**config.mk**
```make
export PLATFORM = sky130hd
export DESIGN_NAME = wall_follow_controller_core
export DESIGN_NICKNAME = d
export VERILOG_FILES = /design/src/rtl/wfc_pkg.sv /design/src/rtl/wall_follow_controller_core.sv /design/src/rtl/wfc_ctrl.sv /design/src/rtl/wfc_datapath.sv
export SDC_FILE = /design/constraint.sdc
export NUM_CORES = 2
export LEC_CHECK = 0
export ABC_AREA = 1
export ABC_CLOCK_PERIOD_IN_PS = 4300
export BUFFER_PORTS_ARGS = -buffer_cell sky130_fd_sc_hd__buf_2
export CORE_MARGIN = 10
export CORE_UTILIZATION = 30
export DETAILED_ROUTE_END_ITERATION = 6
export GPL_ROUTABILITY_DRIVEN = 0
export REMOVE_ABC_BUFFERS = 1
export SLEW_MARGIN = 40
export SYNTH_ARGS = -nofsm -noshare
export SYNTH_HDL_FRONTEND = slang
export SYNTH_SLANG_ARGS = --single-unit
```
**constraint.sdc**
```tcl
create_clock -name aclk -period 4.3 [get_ports aclk]
set_input_delay 0.645 -clock aclk [delete_from_list [all_inputs] [get_ports aclk]]
set_output_delay 0.645 -clock aclk [all_outputs]
set_load 0.02 [all_outputs]
```
**src/rtl/wfc_pkg.sv**
```systemverilog
// Shared constants, codes and interface types for the wall follow controller.
`default_nettype none
package wfc_pkg;

    localparam int WINDOW = 5;
    localparam int NSENS  = 5;

    localparam int SMP_W  = 12;
    localparam int THR_W  = 12;
    localparam int SCALE_W = 4;
    localparam int LIM_W  = 10;
    localparam int OUT_W  = 11;
    localparam int MODE_W = 3;
    localparam int CFG_IDX_W  = 3;
    localparam int CFG_DATA_W = 12;

    localparam int SUM_W  = $clog2(WINDOW * 4095 + 1);
    localparam int PTR_W  = (WINDOW > 1) ? $clog2(WINDOW) : 1;
    localparam int WARM_TICKS = 2 * WINDOW;
    localparam int WARM_W = $clog2(WARM_TICKS + 1);
    localparam int SPD_W  = 8;
    localparam int SCL_W  = 12;

    localparam int SENS_RFRONT = 0;
    localparam int SENS_RDIAG  = 1;
    localparam int SENS_LSIDE  = 2;
    localparam int SENS_LDIAG  = 3;
    localparam int SENS_LFRONT = 4;

    localparam logic [MODE_W-1:0] MODE_OK     = 3'd0;
    localparam logic [MODE_W-1:0] MODE_FAR    = 3'd1;
    localparam logic [MODE_W-1:0] MODE_CLOSE  = 3'd2;
    localparam logic [MODE_W-1:0] MODE_RTURN  = 3'd3;
    localparam logic [MODE_W-1:0] MODE_LSTART = 3'd4;
    localparam logic [MODE_W-1:0] MODE_LTURN  = 3'd5;

    localparam logic [CFG_IDX_W-1:0] CFG_NO_WALL   = 3'd0;
    localparam logic [CFG_IDX_W-1:0] CFG_FAR_OK    = 3'd1;
    localparam logic [CFG_IDX_W-1:0] CFG_FAR       = 3'd2;
    localparam logic [CFG_IDX_W-1:0] CFG_CLOSE     = 3'd3;
    localparam logic [CFG_IDX_W-1:0] CFG_COLLISION = 3'd4;
    localparam logic [CFG_IDX_W-1:0] CFG_SCALE     = 3'd5;
    localparam logic [CFG_IDX_W-1:0] CFG_LIMIT     = 3'd6;

    localparam logic signed [SPD_W-1:0] SPD_ZERO = 8'sd0;
    localparam logic signed [SPD_W-1:0] SPD_FULL = 8'sd100;
    localparam logic signed [SPD_W-1:0] SPD_BACK = -8'sd100;
    localparam logic signed [SPD_W-1:0] SPD_TURN = 8'sd40;
    localparam logic signed [SPD_W-1:0] SPD_SLOW = 8'sd20;

    typedef struct packed {
        logic capture;
        logic update;
        logic decide;
        logic scale;
        logic finish;
    } wfc_cmd_t;

    typedef struct packed {
        logic warming;
    } wfc_status_t;

endpackage
`default_nettype wire

```
**src/rtl/wall_follow_controller_core.sv**
```systemverilog
// One beat at a time: the sequencer takes an input beat, then walks update, decide, scale and
// load (only update and load during warmup); load waits while a held result has not been
// taken.
// The result register holds a finished beat while the next input beat is taken.
// Reset (aresetn, synchronous, active low) clears the filter windows and sums,
// restores register defaults, and restarts the 2*WINDOW beat warmup in ok mode.
`default_nettype none
module wall_follow_controller_core
    import wfc_pkg::*;
(
    input  wire logic                  aclk,
    input  wire logic                  aresetn,
    input  wire logic                  cfg_we,
    input  wire logic [CFG_IDX_W-1:0]  cfg_index,
    input  wire logic [CFG_DATA_W-1:0] cfg_data,
    input  wire logic                  s_valid,
    output logic                       s_ready,
    input  wire logic [SMP_W-1:0]      s_right_front_sample,
    input  wire logic [SMP_W-1:0]      s_right_diag_sample,
    input  wire logic [SMP_W-1:0]      s_left_side_sample,
    input  wire logic [SMP_W-1:0]      s_left_diag_sample,
    input  wire logic [SMP_W-1:0]      s_left_front_sample,
    output logic                       m_valid,
    input  wire logic                  m_ready,
    output logic                       m_drive_valid,
    output logic signed [OUT_W-1:0]    m_left_speed,
    output logic signed [OUT_W-1:0]    m_right_speed,
    output logic                       m_speed_warning,
    output logic [MODE_W-1:0]          m_next_mode
);

    wfc_cmd_t    cmd;
    wfc_status_t status;
    logic [SMP_W-1:0] in_sample [NSENS];

    assign in_sample[SENS_RFRONT] = s_right_front_sample;
    assign in_sample[SENS_RDIAG]  = s_right_diag_sample;
    assign in_sample[SENS_LSIDE]  = s_left_side_sample;
    assign in_sample[SENS_LDIAG]  = s_left_diag_sample;
    assign in_sample[SENS_LFRONT] = s_left_front_sample;

    wfc_ctrl u_ctrl (
        .aclk    (aclk),
        .aresetn (aresetn),
        .s_valid (s_valid),
        .s_ready (s_ready),
        .m_valid (m_valid),
        .m_ready (m_ready),
        .status  (status),
        .cmd     (cmd)
    );

    wfc_datapath u_datapath (
        .aclk          (aclk),
        .aresetn       (aresetn),
        .cmd           (cmd),
        .status        (status),
        .cfg_we        (cfg_we),
        .cfg_index     (cfg_index),
        .cfg_data      (cfg_data),
        .in_sample     (in_sample),
        .drive_valid   (m_drive_valid),
        .left_speed    (m_left_speed),
        .right_speed   (m_right_speed),
        .speed_warning (m_speed_warning),
        .next_mode     (m_next_mode)
    );

endmodule
`default_nettype wire

```
**src/rtl/wfc_ctrl.sv**
```systemverilog
// Sequencer for one sensor beat: window update, mode decision and scaling (both skipped during warmup), result load.
`default_nettype none
module wfc_ctrl
    import wfc_pkg::*;
(
    input  wire logic        aclk,
    input  wire logic        aresetn,
    input  wire logic        s_valid,
    output logic             s_ready,
    output logic             m_valid,
    input  wire logic        m_ready,
    input  wire wfc_status_t status,
    output wfc_cmd_t         cmd
);

    typedef enum logic [4:0] {
        ST_IDLE   = 5'b00001,
        ST_UPDATE = 5'b00010,
        ST_DECIDE = 5'b00100,
        ST_SCALE  = 5'b01000,
        ST_FINISH = 5'b10000
    } state_t;

    state_t state_reg, state_next;
    logic   m_valid_reg, m_valid_next;
    logic   load;

    assign s_ready = (state_reg == ST_IDLE);
    assign m_valid = m_valid_reg;
    assign load    = (state_reg == ST_FINISH) && (!m_valid_reg || m_ready);

    always_comb begin
        cmd         = '0;
        cmd.capture = s_ready && s_valid;
        cmd.update  = (state_reg == ST_UPDATE);
        cmd.decide  = (state_reg == ST_DECIDE);
        cmd.scale   = (state_reg == ST_SCALE);
        cmd.finish  = load;
    end

    always_comb begin
        state_next = state_reg;
        unique case (state_reg)
            ST_IDLE: begin
                if (s_valid) state_next = ST_UPDATE;
            end
            ST_UPDATE: begin
                state_next = status.warming ? ST_FINISH : ST_DECIDE;
            end
            ST_DECIDE: state_next = ST_SCALE;
            ST_SCALE:  state_next = ST_FINISH;
            ST_FINISH: begin
                if (load) state_next = ST_IDLE;
            end
            default:   state_next = ST_IDLE;
        endcase
    end

    always_comb begin
        m_valid_next = m_valid_reg;
        if (load) begin
            m_valid_next = 1'b1;
        end else if (m_ready) begin
            m_valid_next = 1'b0;
        end
    end

    always_ff @(posedge aclk) begin
        if (!aresetn) begin
            state_reg   <= ST_IDLE;
            m_valid_reg <= 1'b0;
        end else begin
            state_reg   <= state_next;
            m_valid_reg <= m_valid_next;
        end
    end

endmodule
`default_nettype wire

```
**src/rtl/wfc_datapath.sv**
```systemverilog
// Filter windows, running sums, follow mode logic, speed scaling and clamping.
`default_nettype none
module wfc_datapath
    import wfc_pkg::*;
(
    input  wire logic                    aclk,
    input  wire logic                    aresetn,
    input  wire wfc_cmd_t                cmd,
    output wfc_status_t                  status,
    input  wire logic                    cfg_we,
    input  wire logic [CFG_IDX_W-1:0]    cfg_index,
    input  wire logic [CFG_DATA_W-1:0]   cfg_data,
    input  wire logic [SMP_W-1:0]        in_sample [NSENS],
    output logic                         drive_valid,
    output logic signed [OUT_W-1:0]      left_speed,
    output logic signed [OUT_W-1:0]      right_speed,
    output logic                         speed_warning,
    output logic [MODE_W-1:0]            next_mode
);

    logic [THR_W-1:0]   thr_no_wall_reg, thr_far_ok_reg, thr_far_reg;
    logic [THR_W-1:0]   thr_close_reg, thr_collision_reg;
    logic [SCALE_W-1:0] scale_reg;
    logic [LIM_W-1:0]   limit_reg;

    logic [SMP_W-1:0]   smp_reg [NSENS];
    logic [SMP_W-1:0]   win_reg [NSENS][WINDOW];
    logic [SUM_W-1:0]   sum_reg [NSENS];
    logic [SUM_W-1:0]   sum_next [NSENS];
    logic [PTR_W-1:0]   ptr_reg, ptr_next;
    logic [WARM_W-1:0]  warm_cnt_reg;
    logic               warm_reg;

    logic [MODE_W-1:0]  mode_reg, mode_next;
    logic               drv_reg, drv_next;
    logic signed [SPD_W-1:0] l_reg, r_reg, l_next, r_next;
    logic signed [SCL_W-1:0] ls_reg, rs_reg;

    logic [SUM_W-1:0]   nw_lim, fok_lim, far_lim, cls_lim, col_lim;
    logic [SUM_W-1:0]   s_rf, s_rd, s_ls, s_ld, s_lf;

    logic               out_drive_reg, out_warn_reg;
    logic signed [OUT_W-1:0] out_l_reg, out_r_reg;
    logic [MODE_W-1:0]  out_mode_reg;

    logic [SCL_W-1:0]   al, ar;
    logic               over;
    logic signed [OUT_W-1:0] lim_pos, lim_neg, l_fin, r_fin;

    assign status.warming = (warm_cnt_reg < WARM_W'(WARM_TICKS));

    // configuration registers
    always_ff @(posedge aclk) begin
        if (!aresetn) begin
            thr_no_wall_reg   <= THR_W'(150);
            thr_far_ok_reg    <= THR_W'(200);
            thr_far_reg       <= THR_W'(250);
            thr_close_reg     <= THR_W'(500);
            thr_collision_reg <= THR_W'(1000);
            scale_reg         <= SCALE_W'(1);
            limit_reg         <= LIM_W'(1000);
        end else if (cfg_we) begin
            case (cfg_index)
                CFG_NO_WALL:   thr_no_wall_reg   <= cfg_data[THR_W-1:0];
                CFG_FAR_OK:    thr_far_ok_reg    <= cfg_data[THR_W-1:0];
                CFG_FAR:       thr_far_reg       <= cfg_data[THR_W-1:0];
                CFG_CLOSE:     thr_close_reg     <= cfg_data[THR_W-1:0];
                CFG_COLLISION: thr_collision_reg <= cfg_data[THR_W-1:0];
                CFG_SCALE:     scale_reg         <= cfg_data[SCALE_W-1:0];
                CFG_LIMIT:     limit_reg         <= cfg_data[LIM_W-1:0];
                default: ;
            endcase
        end
    end

    // input capture
    always_ff @(posedge aclk) begin
        if (cmd.capture) begin
            for (int s = 0; s < NSENS; s++) smp_reg[s] <= in_sample[s];
        end
    end

    // window update with running sums
    always_comb begin
        for (int s = 0; s < NSENS; s++) begin
            sum_next[s] = sum_reg[s] - SUM_W'(win_reg[s][ptr_reg]) + SUM_W'(smp_reg[s]);
        end
        ptr_next = (ptr_reg == PTR_W'(WINDOW - 1)) ? '0 : ptr_reg + PTR_W'(1);
    end

    always_ff @(posedge aclk) begin
        if (!aresetn) begin
            for (int s = 0; s < NSENS; s++) begin
                sum_reg[s] <= '0;
                for (int i = 0; i < WINDOW; i++) win_reg[s][i] <= '0;
            end
            ptr_reg      <= '0;
            warm_cnt_reg <= '0;
            warm_reg     <= 1'b1;
        end else if (cmd.update) begin
            for (int s = 0; s < NSENS; s++) begin
                sum_reg[s]               <= sum_next[s];
                win_reg[s][ptr_reg]      <= smp_reg[s];
            end
            ptr_reg  <= ptr_next;
            warm_reg <= status.warming;
            if (status.warming) warm_cnt_reg <= warm_cnt_reg + WARM_W'(1);
        end
    end

    // mode decision
    assign nw_lim  = SUM_W'(thr_no_wall_reg)   * SUM_W'(WINDOW);
    assign fok_lim = SUM_W'(thr_far_ok_reg)    * SUM_W'(WINDOW);
    assign far_lim = SUM_W'(thr_far_reg)       * SUM_W'(WINDOW);
    assign cls_lim = SUM_W'(thr_close_reg)     * SUM_W'(WINDOW);
    assign col_lim = SUM_W'(thr_collision_reg) * SUM_W'(WINDOW);
    assign s_rf = sum_reg[SENS_RFRONT];
    assign s_rd = sum_reg[SENS_RDIAG];
    assign s_ls = sum_reg[SENS_LSIDE];
    assign s_ld = sum_reg[SENS_LDIAG];
    assign s_lf = sum_reg[SENS_LFRONT];

    always_comb begin
        mode_next = mode_reg;
        drv_next  = 1'b1;
        l_next    = SPD_ZERO;
        r_next    = SPD_ZERO;
        case (mode_reg)
            MODE_OK: begin
                drv_next = 1'b0;
                if (s_rf > col_lim || s_lf > col_lim || s_rd > col_lim || s_ld > col_lim) begin
                    mode_next = MODE_RTURN;
                end else if (s_ld > cls_lim) begin
                    mode_next = MODE_CLOSE;
                end else if (s_ld < far_lim) begin
                    mode_next = (s_ld < nw_lim) ? MODE_LSTART : MODE_FAR;
                end else begin
                    drv_next = 1'b1;
                    l_next   = SPD_FULL;
                    r_next   = SPD_FULL;
                end
            end
            MODE_FAR: begin
                l_next = SPD_SLOW;
                r_next = SPD_FULL;
                if (s_ld > fok_lim) begin
                    mode_next = MODE_OK;
                end else if (s_ld < nw_lim) begin
                    mode_next = MODE_LSTART;
                end
            end
            MODE_CLOSE: begin
                l_next = SPD_FULL;
                r_next = SPD_SLOW;
                if (s_ld < cls_lim) mode_next = MODE_OK;
            end
            MODE_LSTART: begin
                l_next = SPD_FULL;
                r_next = SPD_FULL;
                if (s_ls < nw_lim) mode_next = MODE_LTURN;
            end
            MODE_LTURN: begin
                l_next = SPD_TURN;
                r_next = SPD_FULL;
                if (s_ld > far_lim) mode_next = MODE_OK;
            end
            MODE_RTURN: begin
                l_next = SPD_FULL;
                r_next = SPD_BACK;
                if (s_lf < nw_lim && s_rf < nw_lim) mode_next = MODE_OK;
            end
            default: ;
        endcase
    end

    always_ff @(posedge aclk) begin
        if (!aresetn) begin
            mode_reg <= MODE_OK;
        end else if (cmd.decide) begin
            mode_reg <= mode_next;
        end
    end

    always_ff @(posedge aclk) begin
        if (cmd.decide) begin
            drv_reg <= drv_next;
            l_reg   <= l_next;
            r_reg   <= r_next;
        end
        if (cmd.scale) begin
            ls_reg <= SCL_W'(l_reg) * $signed(SCL_W'({1'b0, scale_reg}));
            rs_reg <= SCL_W'(r_reg) * $signed(SCL_W'({1'b0, scale_reg}));
        end
    end

    // saturation
    always_comb begin
        al      = ls_reg[SCL_W-1] ? SCL_W'(-ls_reg) : SCL_W'(ls_reg);
        ar      = rs_reg[SCL_W-1] ? SCL_W'(-rs_reg) : SCL_W'(rs_reg);
        over    = (al > SCL_W'(limit_reg)) || (ar > SCL_W'(limit_reg));
        lim_pos = $signed(OUT_W'(limit_reg));
        lim_neg = -lim_pos;
        if (over) begin
            l_fin = l_reg[SPD_W-1] ? lim_neg : lim_pos;
            r_fin = r_reg[SPD_W-1] ? lim_neg : lim_pos;
        end else begin
            l_fin = ls_reg[OUT_W-1:0];
            r_fin = rs_reg[OUT_W-1:0];
        end
    end

    // result register
    always_ff @(posedge aclk) begin
        if (cmd.finish) begin
            out_mode_reg <= mode_reg;
            if (warm_reg || !drv_reg) begin
                out_drive_reg <= 1'b0;
                out_warn_reg  <= 1'b0;
                out_l_reg     <= '0;
                out_r_reg     <= '0;
            end else begin
                out_drive_reg <= 1'b1;
                out_warn_reg  <= over;
                out_l_reg     <= l_fin;
                out_r_reg     <= r_fin;
            end
        end
    end

    assign drive_valid   = out_drive_reg;
    assign left_speed    = out_l_reg;
    assign right_speed   = out_r_reg;
    assign speed_warning = out_warn_reg;
    assign next_mode     = out_mode_reg;

endmodule
`default_nettype wire

```
## Word level (Yosys, flattened, before mapping)

Memories as Yosys holds them, arrays and structs flattened.
Cells that the tools add are included.

| cells by class | value |
|---|---|
| shift operators | 0 |
| add/subtract/negate cells | 15 |
| bitwise gates (word level) | 306 |
| $mul | 7 |
| reductions and logical operators | 28 |
| magnitude comparators | 18 |
| divide/modulo/power cells | 0 |
| multiplexer cells | 362 |
| equal/unequal tests | 25 |

Operator list:

| cell | count |
|---|---|
| 1-bit 2-to-1 mux | 312 |
| 1-bit OR | 305 |
| 12-bit binary-select mux with 3-bit select | 5 |
| 12-bit 2-to-1 mux | 13 |
| 15-bit > comparator | 7 |
| 15-bit less-than comparator | 6 |
| 15-bit by 12-bit adder with 15-bit output | 5 |
| 12-bit by 3-bit multiplier with 15-bit output (second input constant) | 5 |
| 15-bit 2-to-1 mux | 5 |
| 15-bit by 12-bit subtractor with 15-bit output | 5 |
| 8-bit one-hot mux with 4 select lines | 2 |
| 60-bit 2-to-1 mux | 1 |
| 11-bit 2-to-1 mux | 4 |
| 12-bit demux with 3-bit select | 1 |
| 3-bit 2-to-1 mux | 11 |
| 5-bit one-hot mux with 5 select lines | 1 |
| 12-bit by 10-bit > comparator with 1-bit output | 2 |
| 8-bit by 5-bit multiplier with 12-bit output | 2 |
| 12-bit negator | 2 |
| 3-bit == test (second input constant) | 6 |
| 3-bit one-hot mux with 6 select lines | 1 |
| 2-bit AND reduction | 9 |
| 8-bit 2-to-1 mux | 2 |
| 5-bit 2-to-1 mux | 3 |
| 27 further kinds | 46 |

| storage, ports and cells | value |
|---|---|
| register bits after elaboration | 159 |
| logic and storage cells | 787 |
| bits in read-only memories | 0 |
| bits in writable memories | 435 |
| bits in latches | 0 |
| memories kept | 3 |
| bits of input ports | 80 |
| output and inout bits | 29 |

Memory list:

| name | depth | bits a word | rd ports | clocked after memory_dff | wr ports | RTL line | text |
|---|---|---|---|---|---|---|---|
| u_datapath.win_reg | 5 | 60 | 5 | 0 | 5 | wfc_datapath.sv:27 | `logic [SMP_W-1:0] win_reg [NSENS][WINDOW];` |
| u_datapath.sum_reg | 5 | 15 | 5 | 0 | 5 | wfc_datapath.sv:28 | `logic [SUM_W-1:0] sum_reg [NSENS];` |
| u_datapath.smp_reg | 5 | 12 | 5 | 0 | 5 | wfc_datapath.sv:26 | `logic [SMP_W-1:0] smp_reg [NSENS];` |

## Logic depth before layout (Yosys ltp)

| logic depth | value |
|---|---|
| depth after elaboration | 7 |
| depth in mapped cells | 29 |
| mapped depth without buffers | 29 |

## Cells and area by module

Synthesis repeated with hierarchy kept, for this count alone.

| unflattened totals | value |
|---|---|
| cells, all modules | 3675 |
| area, all modules | 34878.5 um2 |

By module, submodules not included:

| module | area each (um2) | times used | sequential area each (um2) | cells each |
|---|---|---|---|---|
| wfc_datapath | 34533.1 | 1 | 16415.7 | 3623 |
| wfc_ctrl | 345.3 | 1 | 120.1 | 52 |

## Worst setup path before layout

OpenSTA, ideal clock, no wires.

| timing path | value |
|---|---|
| kind | register to register |
| from | reg u_ctrl.state_reg[2] |
| to | mem u_datapath.smp_reg[0][0] (enable) |
| library setup time | 0.478 ns |
| data required time | 3.822 ns |
| buffers on the path | 0 |
| cell stages (with the launch flop) | 6 |
| setup slack | 0.026 ns |
| clock period less this slack | 4.274 ns |
| arrival | 3.796 ns |
| path through | dfxtp_1 nor2_1 nand2_1 nor3_1 inv_1 nor2_1 |

RTL lines:

| what | RTL line | text |
|---|---|---|
| start, declared | wfc_ctrl.sv:24 | `state_t state_reg, state_next;` |
| start signal, assigned | wfc_ctrl.sv:73 | `state_reg <= state_next;` |
| end, declared | wfc_datapath.sv:26 |  |

## Worst setup path in the final report

| timing path | value |
|---|---|
| from | reg u_datapath.thr_collision_reg[3] |
| to | reg u_datapath.l_reg[5], data pin |

| on the way | value |
|---|---|
| longest elaborated chain between the ends | 7 |
| elaborated cells between the ends (all ways) | 10 |
| those cells by class | mul: 1; order compare: 4; mux: 2; reduce/logical: 3 |

Ends and longest elaborated chain:

| what | RTL line | text |
|---|---|---|
| start, declared | wfc_datapath.sv:22 | `logic [THR_W-1:0] thr_close_reg, thr_collision_reg;` |
| start signal, assigned | wfc_datapath.sv:68 | `CFG_COLLISION: thr_collision_reg <= cfg_data[THR_W-1:0];` |
| 12-bit by 3-bit multiplier with 15-bit output * | wfc_datapath.sv:116 | `assign col_lim = SUM_W'(thr_collision_reg) * SUM_W'(WINDOW);` |
| 15-bit > comparator | wfc_datapath.sv:131 | `if (s_rf > col_lim \|\| s_lf > col_lim \|\| s_rd > col_lim \|\| s_ld > col_lim) begin` |
| 1-bit logical OR (2 in a row) | wfc_datapath.sv:131 |  |
| 1-bit logical OR * | wfc_datapath.sv:131 |  |
| 8-bit 2-to-1 mux * | wfc_datapath.sv:131 |  |
| 8-bit one-hot mux with 4 select lines * | wfc_datapath.sv:128 | `case (mode_reg)` |
| end signal, assigned | wfc_datapath.sv:187 | `l_reg <= l_next;` |
| end, declared | wfc_datapath.sv:36 | `logic signed [SPD_W-1:0] l_reg, r_reg, l_next, r_next;` |

Every way passes the cells marked *; elsewhere a longest branch is shown, timed or not.
A chain may end at the register's enable or synchronous reset.

==> reports/qor.csv <==
stage,metric,value,unit
setup_path,Critical Path Fanout Max,6,
setup_path,kind of critical path,reg2reg,
power_and_ir_drop,Psw,0.00443,W
clocking,Skew-Pair Late Insertion Delay,0.66,ns
setup_path,Worst EP required,4.76,ns
routing,Routed WL,95500,µm
power_and_ir_drop,pwr/cell area,372,nW/µm²
routing,Final ANT Viol Nets,0,
global_route,first-pass GRT wire length,149000,µm
synth,"EDFF count, synth",491,
status,status,finished clean,
layout,Layout Nets,4461,
clocking,total CTS buffers,69,
timing,fin crit share,0.933,
synth,post-synthesis async set-or-reset flop share,0,
timing,final hold slack,0.167,ns
timing,Final Hold Fails,0,
layout,Seq. cell area,16600,µm²
setup_path,Critical Path Sink Type,flop,
placement,DP Wirelength,67800,µm
clocking,CTS sink count,582,
timing,worst slew pin tran,0.728,ns
floorplan,Die Ht,364,µm
job,maxcap violations,0,
timing,Final Slew Violations,0,
synth,Syn Inst Count,3762,
clocking,CTS tree,built,
timing,fmax,249,MHz
synth,YS warnings,0,
power_and_ir_drop,Worst VDD drop,0.000286,V
power_and_ir_drop,Internal,0.0108,W
floorplan,# IOs,109,
clocking,Root Buffer,clkbuf_16,
timing,RSZ-0062 raised after global routing,yes,
global_route,GRT overflow,0,
power_and_ir_drop,Sw Share,0.292,
timing,Slew headroom,0.515,
floorplan,row cnt,126,
synth,Mapped Area,35400,µm²
setup_path,startpoint types,flop,
timing,Fin Clk Skew,0.0475,ns
routing,Via Count,26400,
routing,total iterations of the first detailed-routing run,6,
layout,"commonest cells after routing, fill and taps aside","577 x inv_1, 577 x nand2_1, 503 x nor2_1",
layout,fillcell total,12000,
timing,Period minus WS final,4.01,ns
routing,# DRC,0,
routing,Vias/cell,4.81,
floorplan,core area,118000,µm²
floorplan,die area,132000,µm²
synth,Mapped Avg Cell Area,9.41,µm²
power_and_ir_drop,P_leak,18.5,nW
synth,count of different cell masters after synthesis,50,
setup_path,Critical Path AT,4.47,ns
power_and_ir_drop,clock group share of total power,0.394,
layout,layout cell share with drive strength beyond 1,0.0956,
synth,register area share after synthesis,0.468,
timing,# setup viols final,0,
layout,Layout area overhead,15.2,%
power_and_ir_drop,Comb power frac,0.179,
global_route,initial antenna violation count,1,
clocking,clock-pin slew on the worst setup and hold paths,0.06,ns
synth,#FFs+latches synth,582,
layout,area of the multi-input gates,16500,µm²
routing,DRT iter0 DRCs,1873,
worst_hold_path,Hold Crit Class,in2reg,
global_route,largest net degree at the start of global routing,61,
floorplan,Initial Util,0.301,
clocking,Longest Clk Path Bufs,3,
placement,port bufs,108,
power_and_ir_drop,Sequential Power Share,0.427,
floorplan,die width,364,µm
clocking,H-tree Lvls,3,
routing,Routed WL per cell,17.4,µm
synth,"Primary FF master, synth",edfxtp_1,
layout,max reg flops,300,
layout,antenna diode count,0,
global_route,global-route usage over all layers,0.142,
global_route,vias in the first global route,26100,
timing,final setup TNS,0,ns
cells by family (layout without fill, tap and decap cells):
| kind of cell | Yosys count | after routing | share of synthesized area |
|---|---|---|---|
| compound gates | 567 | 567 | 0.0919 |
| xor+xnor | 88 | 88 | 0.0218 |
| fa+ha+maj | 473 | 473 | 0.185 |
| buf+inv | 681 | 882 | 0.0725 |
| flops | 582 | 582 | 0.468 |
| simple gates | 1371 | 1371 | 0.161 |
layer usage:
metal / up-vias / wire [µm] / GRT usage
met5: - / 13 / 0
met4: 2 / 2490 / 0.0399
met3: 143 / 5000 / 0.0215
met2: 686 / 44000 / 0.237
met1: 12700 / 43900 / 0.190
li1: 13000 / - / -
worst paths after layout:
check | startpoint | end | slack [ns] | depth (start not counted)
max | u_datapath.thr_collision_reg[3] | u_datapath.l_reg[5] | 0.29 | 25
min | s_left_side_sample[5] | u_datapath.smp_reg[0][29] | 0.17 | 1
max reg2reg | u_datapath.thr_collision_reg[3] | u_datapath.l_reg[5] | 0.29 | 25
min reg2reg | u_datapath.warm_cnt_reg[3] | u_datapath.warm_cnt_reg[3] | 0.48 | 2
area by class of cell:
type                    instances  share of cell area
flip-flops and latches        582               0.406
multi-input cells            2499               0.405
inverters                     582              0.0536
well taps                    1536              0.0471
clock buffers                  83              0.0444
repair buffers                174              0.0318
clock inverters                43              0.0120
stage by stage:
step	power, W	instance area (µm²)	std cells	setup slack, ns	utilization
floorplan	0.00844	35000	3663	-3.40	-
global placement	0.00920	38200	5366	0.236	0.325
detailed placement	0.00927	38300	5369	0.0928	0.326
CTS	0.0153	40600	5495	0.0646	0.345
global route	0.0160	40800	5499	-0.0347	0.347
finish	0.0152	40800	5499	0.290	0.347
synth_stat cells (all sizes together) (2+ instances only):
cell,n,area (µm²)
a211oi,6,45.0
a21boi,5,37.5
a21oi,248,1250
a22oi,60,450
a31o,2,17.5
a31oi,11,68.8
and2,4,25.0
buf,3,15.0
clkbuf,95,357
dfxtp,91,1820
edfxtp,491,14700
fa,83,1660
ha,390,4880
inv,582,2180
nand2,601,2290
nand3,112,613
nand4,80,513
nor2,517,1970
nor3,35,175
nor4,8,50.1
o211ai,18,135
o21a,12,90.1
o21ai,150,751
o21bai,23,173
o221a,2,22.5
o22ai,11,68.8
o31ai,15,113
or2,12,75.1
xnor2,16,140
xor2,72,631
power by group through the flow:
| stage | combinational [W] | sequential, W | clock (W) |
|---|---|---|---|
| floorplan | 0.00189 | 0.00655 | 0 |
| global placement | 0.00260 | 0.00661 | 0 |
| detailed placement | 0.00266 | 0.00661 | 0 |
| CTS | 0.00268 | 0.00649 | 0.00613 |
| global route | 0.00313 | 0.00651 | 0.00634 |
| finish | 0.00271 | 0.00649 | 0.00598 |
repair_timing:
item / 4_1_cts / 5_1_grt
gates resized for setup: 0 / 46
setup buffers: 0 / 4
hold buffers: 0 / 0
setup endpoints to repair: 0 / 18
critical path, cell delays in order, from the launching register on:
cell	delay [ns]
dfxtp_1	0.33
ha_1	0.30
ha_1	0.39
nand2_1	0.09
nand2_1	0.06
nand2_1	0.06
nand2_1	0.07
a21oi_1	0.20
nor2_1	0.06
nor2_1	0.13
xor2_1	0.42
buf_4	0.23
ha_1	0.24
nand2_1	0.08
nor2_1	0.05
a211oi_1	0.18
nand2_1	0.08
nand2_1	0.06
nand2_1	0.05
nand2_1	0.09
nand2_2	0.07
nor2_4	0.19
nand3_4	0.15
nand2_1	0.09
nand2_1	0.08
o21ai_0	0.09
(Power assumes the default switching activity.)
